==> config.mk <==
export PLATFORM = sky130hd
export DESIGN_NAME = stream_find_and_replace_core
export DESIGN_NICKNAME = d
export VERILOG_FILES = /design/src/hw/rtl/sfr_pkg.sv /design/src/hw/rtl/sfr_ctrl.sv /design/src/hw/rtl/sfr_datapath.sv /design/src/hw/rtl/stream_find_and_replace_core.sv
export SDC_FILE = /design/constraint.sdc
export NUM_CORES = 1
export LEC_CHECK = 0
export BUFFER_PORTS_ARGS = -buffer_cell sky130_fd_sc_hd__buf_2
export CAP_MARGIN = 20
export CORE_MARGIN = 1.5
export CORE_UTILIZATION = 53
export CTS_CLUSTER_SIZE = 30
export DETAILED_ROUTE_END_ITERATION = 8
export PLACE_DENSITY_LB_ADDON = 0.05
export SKIP_CTS_REPAIR_TIMING = 1
export SYNTH_ARGS = -nofsm -noshare
export SYNTH_HDL_FRONTEND = slang
export SYNTH_SLANG_ARGS = --single-unit
==> constraint.sdc <==
create_clock -name aclk -period 2.81 [get_ports aclk]
set_clock_uncertainty 0.15 [all_clocks]
set_input_delay 0.4215 -clock aclk [delete_from_list [all_inputs] [get_ports aclk]]
set_output_delay 0.4215 -clock aclk [all_outputs]
set_load 0.01 [all_outputs]
==> src/hw/rtl/sfr_pkg.sv <==
package sfr_pkg;

    // Fixed field widths
    localparam int BYTE_W    = 8;
    localparam int WORD_W    = 64;
    localparam int LEN_W     = 4;
    localparam int CFG_IDX_W = 4;
    localparam int REP_IDX_W = 3;

    // Default sizes handed to the top level
    localparam int DEF_MAX_PATTERN     = 8;
    localparam int DEF_MAX_REPLACEMENT = 8;

    // Register indexes on the configuration channel
    localparam logic [CFG_IDX_W-1:0] CFG_PAT_BYTES = CFG_IDX_W'(0);
    localparam logic [CFG_IDX_W-1:0] CFG_PAT_LEN   = CFG_IDX_W'(1);
    localparam logic [CFG_IDX_W-1:0] CFG_REP_BYTES = CFG_IDX_W'(2);
    localparam logic [CFG_IDX_W-1:0] CFG_REP_LEN   = CFG_IDX_W'(3);

    // Sequencer states
    typedef enum logic [2:0] {
        ST_IDLE,
        ST_EVAL,
        ST_SHIFT,
        ST_REPL,
        ST_MARK
    } sfr_state_t;

    // Controller to datapath
    typedef struct packed {
        logic capture;    // take the input byte into the pending buffer
        logic clear_buf;  // full match: drop pending bytes
        logic rep_rst;    // restart the replacement byte index
        logic emit_shift; // emit oldest pending byte and shift the buffer
        logic emit_repl;  // emit the current replacement byte
        logic emit_mark;  // emit the end marker with no data
    } sfr_cmd_t;

    // Datapath to controller
    typedef struct packed {
        logic is_match;   // buffer holds the whole pattern
        logic need_shift; // oldest byte must leave (mismatch or flush)
        logic last;       // the byte being processed ends the text
        logic rep_zero;   // replacement is empty
        logic rep_final;  // current replacement byte is the final one
        logic out_free;   // output register can load this cycle
    } sfr_sts_t;

endpackage

==> src/hw/rtl/sfr_ctrl.sv <==
module sfr_ctrl (
    input  logic             aclk,
    input  logic             aresetn,
    input  logic             s_tvalid,
    output logic             s_tready,
    input  sfr_pkg::sfr_sts_t sts,
    output sfr_pkg::sfr_cmd_t cmd
);
    import sfr_pkg::*;

    sfr_state_t state_reg;
    sfr_state_t state_next;

    // State register
    always_ff @(posedge aclk) begin
        if (!aresetn) begin
            state_reg <= ST_IDLE;
        end else begin
            state_reg <= state_next;
        end
    end

    // Next state
    always_comb begin
        state_next = state_reg;
        case (state_reg)
            ST_IDLE: begin
                if (s_tvalid) begin
                    state_next = ST_EVAL;
                end
            end
            ST_EVAL: begin
                if (sts.is_match) begin
                    if (!sts.rep_zero) begin
                        state_next = ST_REPL;
                    end else if (sts.last) begin
                        state_next = ST_MARK;
                    end else begin
                        state_next = ST_IDLE;
                    end
                end else if (sts.need_shift) begin
                    state_next = ST_SHIFT;
                end else begin
                    state_next = ST_IDLE;
                end
            end
            ST_SHIFT: begin
                if (!sts.need_shift) begin
                    state_next = ST_IDLE;
                end
            end
            ST_REPL: begin
                if (sts.out_free && sts.rep_final) begin
                    state_next = ST_IDLE;
                end
            end
            ST_MARK: begin
                if (sts.out_free) begin
                    state_next = ST_IDLE;
                end
            end
            default: begin
                state_next = ST_IDLE;
            end
        endcase
    end

    // Commands; no transaction is taken while reset is held
    always_comb begin
        cmd      = '0;
        s_tready = 1'b0;
        case (state_reg)
            ST_IDLE: begin
                s_tready    = aresetn;
                cmd.capture = s_tvalid && aresetn;
            end
            ST_EVAL: begin
                cmd.clear_buf = sts.is_match;
                cmd.rep_rst   = sts.is_match;
            end
            ST_SHIFT: begin
                cmd.emit_shift = sts.need_shift && sts.out_free;
            end
            ST_REPL: begin
                cmd.emit_repl = sts.out_free;
            end
            ST_MARK: begin
                cmd.emit_mark = sts.out_free;
            end
            default: begin
                cmd = '0;
            end
        endcase
    end

endmodule

==> src/hw/rtl/sfr_datapath.sv <==
module sfr_datapath #(
    parameter int MAX_PATTERN     = sfr_pkg::DEF_MAX_PATTERN,
    parameter int MAX_REPLACEMENT = sfr_pkg::DEF_MAX_REPLACEMENT
) (
    input  logic                               aclk,
    input  logic                               aresetn,
    // input byte
    input  logic [sfr_pkg::BYTE_W-1:0]         in_byte,
    input  logic                               in_last,
    // configuration writes
    input  logic                               cfg_valid,
    input  logic [sfr_pkg::CFG_IDX_W-1:0]      cfg_index,
    input  logic [sfr_pkg::WORD_W-1:0]         cfg_data,
    // result register
    output logic [sfr_pkg::BYTE_W-1:0]         out_byte,
    output logic                               out_has_byte,
    output logic                               out_end,
    output logic                               out_valid,
    input  logic                               out_ready,
    // controller link
    input  sfr_pkg::sfr_cmd_t                  cmd,
    output sfr_pkg::sfr_sts_t                  sts
);
    import sfr_pkg::*;

    localparam int CNT_W = $clog2(MAX_PATTERN + 1);

    // Configuration registers
    logic [WORD_W-1:0] pat_bytes_reg, pat_bytes_next;
    logic [LEN_W-1:0]  pat_len_reg,   pat_len_next;
    logic [WORD_W-1:0] rep_bytes_reg, rep_bytes_next;
    logic [LEN_W-1:0]  rep_len_reg,   rep_len_next;

    // Pending buffer, oldest byte at entry 0
    logic [BYTE_W-1:0] buf_reg  [MAX_PATTERN];
    logic [BYTE_W-1:0] buf_next [MAX_PATTERN];
    logic [CNT_W-1:0]  cnt_reg,  cnt_next;
    logic              last_reg, last_next;
    logic [REP_IDX_W-1:0] rep_idx_reg, rep_idx_next;

    // Output register
    logic [BYTE_W-1:0] out_byte_reg, out_byte_next;
    logic              out_has_reg,  out_has_next;
    logic              out_end_reg,  out_end_next;
    logic              out_valid_reg, out_valid_next;

    logic [LEN_W-1:0]  pat_eff;
    logic [LEN_W-1:0]  rep_eff;
    logic [LEN_W-1:0]  cnt_ext;
    logic [MAX_PATTERN-1:0] byte_ok;
    logic              prefix;
    logic              out_free;

    // Effective lengths: pattern clamped to 1..MAX, replacement to MAX
    always_comb begin
        if (pat_len_reg == '0) begin
            pat_eff = LEN_W'(1);
        end else if (pat_len_reg > LEN_W'(MAX_PATTERN)) begin
            pat_eff = LEN_W'(MAX_PATTERN);
        end else begin
            pat_eff = pat_len_reg;
        end
        if (rep_len_reg > LEN_W'(MAX_REPLACEMENT)) begin
            rep_eff = LEN_W'(MAX_REPLACEMENT);
        end else begin
            rep_eff = rep_len_reg;
        end
    end

    // Prefix check: every held byte equals the pattern byte at its place
    assign cnt_ext = LEN_W'(cnt_reg);
    always_comb begin
        for (int i = 0; i < MAX_PATTERN; i++) begin
            byte_ok[i] = (LEN_W'(i) >= cnt_ext) ||
                         (buf_reg[i] == pat_bytes_reg[i*BYTE_W +: BYTE_W]);
        end
    end
    assign prefix   = &byte_ok;
    assign out_free = !out_valid_reg || out_ready;

    // Status
    always_comb begin
        sts.is_match   = (cnt_ext == pat_eff) && prefix;
        sts.need_shift = (cnt_reg != '0) && (last_reg || !prefix);
        sts.last       = last_reg;
        sts.rep_zero   = (rep_eff == '0);
        sts.rep_final  = ((LEN_W'(rep_idx_reg) + LEN_W'(1)) == rep_eff);
        sts.out_free   = out_free;
    end

    // Configuration writes; a new pattern discards pending bytes
    always_comb begin
        pat_bytes_next = pat_bytes_reg;
        pat_len_next   = pat_len_reg;
        rep_bytes_next = rep_bytes_reg;
        rep_len_next   = rep_len_reg;
        if (cfg_valid) begin
            case (cfg_index)
                CFG_PAT_BYTES: pat_bytes_next = cfg_data;
                CFG_PAT_LEN:   pat_len_next   = cfg_data[LEN_W-1:0];
                CFG_REP_BYTES: rep_bytes_next = cfg_data;
                CFG_REP_LEN:   rep_len_next   = cfg_data[LEN_W-1:0];
                default:       pat_len_next   = pat_len_reg;
            endcase
        end
    end

    // Pending buffer, count, end flag and replacement index
    always_comb begin
        for (int i = 0; i < MAX_PATTERN; i++) begin
            buf_next[i] = buf_reg[i];
        end
        cnt_next     = cnt_reg;
        last_next    = last_reg;
        rep_idx_next = rep_idx_reg;

        if (cmd.capture) begin
            for (int i = 0; i < MAX_PATTERN; i++) begin
                if (cnt_reg == CNT_W'(i)) begin
                    buf_next[i] = in_byte;
                end
            end
            cnt_next  = cnt_reg + CNT_W'(1);
            last_next = in_last;
        end

        if (cmd.emit_shift) begin
            for (int i = 0; i < MAX_PATTERN - 1; i++) begin
                buf_next[i] = buf_reg[i + 1];
            end
            cnt_next = cnt_reg - CNT_W'(1);
        end

        if (cmd.clear_buf) begin
            cnt_next = '0;
        end
        if (cmd.rep_rst) begin
            rep_idx_next = '0;
        end else if (cmd.emit_repl) begin
            rep_idx_next = rep_idx_reg + REP_IDX_W'(1);
        end

        if (cfg_valid && (cfg_index == CFG_PAT_BYTES || cfg_index == CFG_PAT_LEN)) begin
            cnt_next = '0;
        end
    end

    // Output register: loads one result, holds it until taken
    always_comb begin
        out_byte_next  = out_byte_reg;
        out_has_next   = out_has_reg;
        out_end_next   = out_end_reg;
        out_valid_next = out_valid_reg && !out_ready;
        if (cmd.emit_shift) begin
            out_byte_next  = buf_reg[0];
            out_has_next   = 1'b1;
            out_end_next   = last_reg && (cnt_reg == CNT_W'(1));
            out_valid_next = 1'b1;
        end else if (cmd.emit_repl) begin
            out_byte_next  = rep_bytes_reg[{rep_idx_reg, 3'b000} +: BYTE_W];
            out_has_next   = 1'b1;
            out_end_next   = last_reg && sts.rep_final;
            out_valid_next = 1'b1;
        end else if (cmd.emit_mark) begin
            out_byte_next  = '0;
            out_has_next   = 1'b0;
            out_end_next   = 1'b1;
            out_valid_next = 1'b1;
        end
    end

    // Control state and configuration with reset
    always_ff @(posedge aclk) begin
        if (!aresetn) begin
            pat_bytes_reg <= '0;
            pat_len_reg   <= LEN_W'(1);
            rep_bytes_reg <= '0;
            rep_len_reg   <= '0;
            cnt_reg       <= '0;
            last_reg      <= 1'b0;
            rep_idx_reg   <= '0;
            out_valid_reg <= 1'b0;
        end else begin
            pat_bytes_reg <= pat_bytes_next;
            pat_len_reg   <= pat_len_next;
            rep_bytes_reg <= rep_bytes_next;
            rep_len_reg   <= rep_len_next;
            cnt_reg       <= cnt_next;
            last_reg      <= last_next;
            rep_idx_reg   <= rep_idx_next;
            out_valid_reg <= out_valid_next;
        end
    end

    // Payload registers
    always_ff @(posedge aclk) begin
        for (int i = 0; i < MAX_PATTERN; i++) begin
            buf_reg[i] <= buf_next[i];
        end
        out_byte_reg <= out_byte_next;
        out_has_reg  <= out_has_next;
        out_end_reg  <= out_end_next;
    end

    assign out_byte     = out_byte_reg;
    assign out_has_byte = out_has_reg;
    assign out_end      = out_end_reg;
    assign out_valid    = out_valid_reg;

endmodule

==> src/hw/rtl/stream_find_and_replace_core.sv <==
// Each accepted byte is checked in the evaluate state; its results then go through the
// output register, one result a cycle unless the receiver stalls. After a run of
// shifted-out bytes the buffer is rechecked; a new byte is taken only in idle.
// Reset (aresetn low, synchronous): pattern 0 of length 1, empty replacement,
// pending buffer empty, no result held.
module stream_find_and_replace_core #(
    parameter int MAX_PATTERN     = sfr_pkg::DEF_MAX_PATTERN,
    parameter int MAX_REPLACEMENT = sfr_pkg::DEF_MAX_REPLACEMENT
) (
    input  logic                          aclk,
    input  logic                          aresetn,
    // input text
    input  logic                          s_tvalid,
    output logic                          s_tready,
    input  logic [sfr_pkg::BYTE_W-1:0]    s_tdata,   // [7:0] text_byte
    input  logic                          s_tlast,   // end_of_text
    // results
    output logic                          m_tvalid,
    input  logic                          m_tready,
    output logic [sfr_pkg::BYTE_W-1:0]    m_tdata,   // [7:0] out_byte
    output logic                          m_tuser,   // has_byte
    output logic                          m_tlast,   // end_of_output
    // configuration
    input  logic                          cfg_valid,
    output logic                          cfg_ready,
    input  logic [sfr_pkg::CFG_IDX_W-1:0] cfg_index,
    input  logic [sfr_pkg::WORD_W-1:0]    cfg_data
);
    import sfr_pkg::*;

    sfr_cmd_t cmd;
    sfr_sts_t sts;

    // Registers are writable whenever out of reset
    assign cfg_ready = aresetn;

    // Sequencer
    sfr_ctrl u_ctrl (
        .aclk     (aclk),
        .aresetn  (aresetn),
        .s_tvalid (s_tvalid),
        .s_tready (s_tready),
        .sts      (sts),
        .cmd      (cmd)
    );

    // Buffer, compare and output register
    sfr_datapath #(
        .MAX_PATTERN     (MAX_PATTERN),
        .MAX_REPLACEMENT (MAX_REPLACEMENT)
    ) u_datapath (
        .aclk         (aclk),
        .aresetn      (aresetn),
        .in_byte      (s_tdata),
        .in_last      (s_tlast),
        .cfg_valid    (cfg_valid),
        .cfg_index    (cfg_index),
        .cfg_data     (cfg_data),
        .out_byte     (m_tdata),
        .out_has_byte (m_tuser),
        .out_end      (m_tlast),
        .out_valid    (m_tvalid),
        .out_ready    (m_tready),
        .cmd          (cmd),
        .sts          (sts)
    );

endmodule

==> results.txt <==
----------------------------------------------------
[Status]
  Result of the run ... finished with violations
  Failing checks ... hold timing, setup timing

[Drt]
  First-pass detailed-route iteration total ... 5
  Remaining design rule violation count ... 0
  Via Count ... 7784
  Routed wire length ... 26.4 mm
  DRT antenna net count ... 0
  Avg Vias per Cell ... 5.78
  Detailed router's first-iteration violation count ... 571
  Average wire per cell in the routed design ... 19.6 um

[Synthesis]
  Leading post-synthesis cells by cell area ... dfxtp_1 31%, edfxtp_1 22%, nand2_1 11%
  Count of flip-flops with a built-in enable after synthesis ... 73
  Net count after synthesis ... 1098
  Fraction of registers with async set/reset ... 0%
  Flip-flop cell with the highest count after synthesis ... dfxtp_1
  Count of synthesis-stage warnings from yosys ... 0
  Synthesized area ... 9770 sq um
  Top-area cell type share of the netlist area ... 30.5%
  Yosys top cell by area ... dfxtp_1
  Synth cell types ... 51
  Post-Syn Instances ... 1010
  Avg Cell Area, Syn ... 9.68 sq um
  Share of synthesized area occupied by flip-flops and latches ... 53.0%
  Register bit total from synthesis ... 222

[Hold path]
  Worst min-delay path category ... in2reg

[Floorplanning]
  Placeable core area ... 18000 sq um
  Cell row count ... 49
  Die width ... 139 um
  Initial core utilization ... 54.2%
  Total Die Area ... 19300 sq um
  Die height ... 139 um
  IO Pins ... 95

[Timing]
  Time the worst path needs with I/O delays and setup ... 2.87 ns
  RSZ-0062 raised after global routing ... true
  Final Hold Vio Count ... 1
  Least setup slack across all paths after layout ... -0.0609 ns
  Count of final max-slew check failures ... 0
  Pin slew with the least headroom to its limit ... 0.661 ns
  Smallest hold slack ... -0.0378 ns
  Setup-failing EPs final ... 75
  Worst slew margin ... 55.9%
  Highest clock rate ... 348 MHz
  Crit share post-route ... 102%

[Power and ir drop]
  LEAKAGE ... 0.00431 uW
  Max IR drop VDD ... 0.000556 V
  Power per standard cell area ... 592 nW/um^2

[CTS]
  Maximum buffer depth of the clock tree ... 3
  Clock root buffer ... clkbuf_16
  Clock insertion delay at the later pin of the skew report ... 0.51 ns
  Total clock buffers created by CTS ... 24
  Clock-pin slew on the worst setup and hold paths ... 0.06 ns
  TritonCTS clock tree ... built
  Sinks on Clock Net ... 222
  Maximum level of the CTS H-tree ... 1

[Global route]
  Residual overflow from global routing ... 0
  Initial antenna violation count ... 0
  Pin count of the biggest net entering global routing ... 131
  First-pass GRT wire length ... 40.7 mm
  Vias in the first global route ... 7507
  Total track usage ... 27.0%

[Critical path]
  Peak fanout along the critical path ... 33
  Data required, critical path ... 2.92 ns
  Crit path capture type ... flop
  Critical Path Source Type ... flop
  Arrival time at the worst endpoint ... 2.98 ns
  Kind of critical path ... reg2reg

[Place]
  Global placement routability congestion ... 0.849
  DP HPWL ... 18.8 mm
  Quantity of I/O buffers inserted on ports ... 94

[Cells and area]
  Commonest cells after routing, fill and taps aside ... 279 x nand2_1, 149 x dfxtp_1, 136 x a21oi_1
  Most frequent standard cell in the layout excluding fill and tap cells ... nand2_1
  Final net count ... 1187
  Ratio of cells with drive above 1 in the final layout ... 17.6%
  Signed area change from the synthesized netlist to the final layout ... 17.4%
  Final core utilization ... 63.7%
  Diode insertion count for antenna repair ... 0

[Job]
  Maximum capacitance violations ... 0

----------------------------------------------------
[worst max-delay path: stages (launching register included)]
cell	delay, ns
edfxtp_1	0.43
xor2_1	0.18
nor4_1	0.33
nand2_1	0.16
a222oi_1	0.54
nand4_2	0.20
and2_4	0.21
buf_12	0.17
a22o_1	0.24
[synth_stat cells (2+ instances only)]
cell type,instances
a21oi_1,136
a222oi_1,2
a22o_1,57
a31oi_1,4
and2_1,7
and3_1,3
buf_1,4
buf_2,2
buf_6,4
clkbuf_1,54
dfxtp_1,149
edfxtp_1,73
ha_1,6
inv_1,7
mux2i_1,19
mux4_2,16
nand2_1,284
nand2b_1,4
nand3_1,10
nand3b_1,4
nand4_1,8
nor2_1,20
nor2b_1,3
nor3_1,4
nor4_1,18
o211ai_1,5
o21ai_0,7
o2bb2ai_1,8
or2_2,3
or3_1,2
xnor2_1,9
xor2_1,59
[logic make-up after synthesis]
| family | count (synthesis) | synth area share (%) |
|---|---|---|
| compound gates | 232 | 15.1 |
| mux | 35 | 5.63 |
| buf+inv | 72 | 3.14 |
| simple gates | 375 | 16.3 |
| flops | 222 | 53.0 |
| xor+xnor | 68 | 6.09 |
| fa+ha+maj | 6 | 0.768 |
[through the flow]
stage          power, uW  setup TNS [ns]  worst slack [ns]  cells  instance area (sq um)
6_report            6790           -3.00           -0.0609   1346                  11500
2_1_floorplan       3640               0            0.0235   1010                   9770
5_1_grt             7000           -7.92            -0.113   1346                  11500
3_3_place_gp        3840           -1.41           -0.0481   1300                  10700
3_5_place_dp        3840           -4.66            -0.100   1300                  10700
4_1_cts             6830           -8.90            -0.136   1344                  11400
[power by group]
part           switching (uW)  total [uW]  internal [uW]
Sequential               36.3        3390           3350
Combinational             242         400            158
Clock                    1240        3010           1770
[cell type report]
type,instances,area (sq um)
fillers,1562,6550
flip-flops and latches,222,5170
multi-input cells,716,4360
repair buffers,128,876
clock buffers,33,676
well taps,229,287
clock inverters,11,76.3
inverters,7,28.8
[per-layer routing]
metal | track usage (%) | up-vias | share of wire, %
li1 | - | 3740 | -
met1 | 34.6 | 3749 | 42
met2 | 48.0 | 256 | 50
met3 | 4.01 | 39 | 5.9
met4 | 6.69 | 0 | 2.1
met5 | 0 | - | 0
[final timing paths]
check	end	slack [ns]	start	depth (start not counted)
worst max register to register	u_datapath.buf_reg[0][4]	-0.06	u_datapath.buf_reg[0][4]	8
worst min-delay path	u_datapath.last_reg	-0.04	s_tlast	3
worst min register to register	u_datapath.rep_bytes_reg[48]	0.30	u_datapath.rep_bytes_reg[48]	2
worst max-delay path	u_datapath.buf_reg[0][4]	-0.06	u_datapath.buf_reg[0][4]	8
Note: power is estimated with default switching activity, not from simulation.
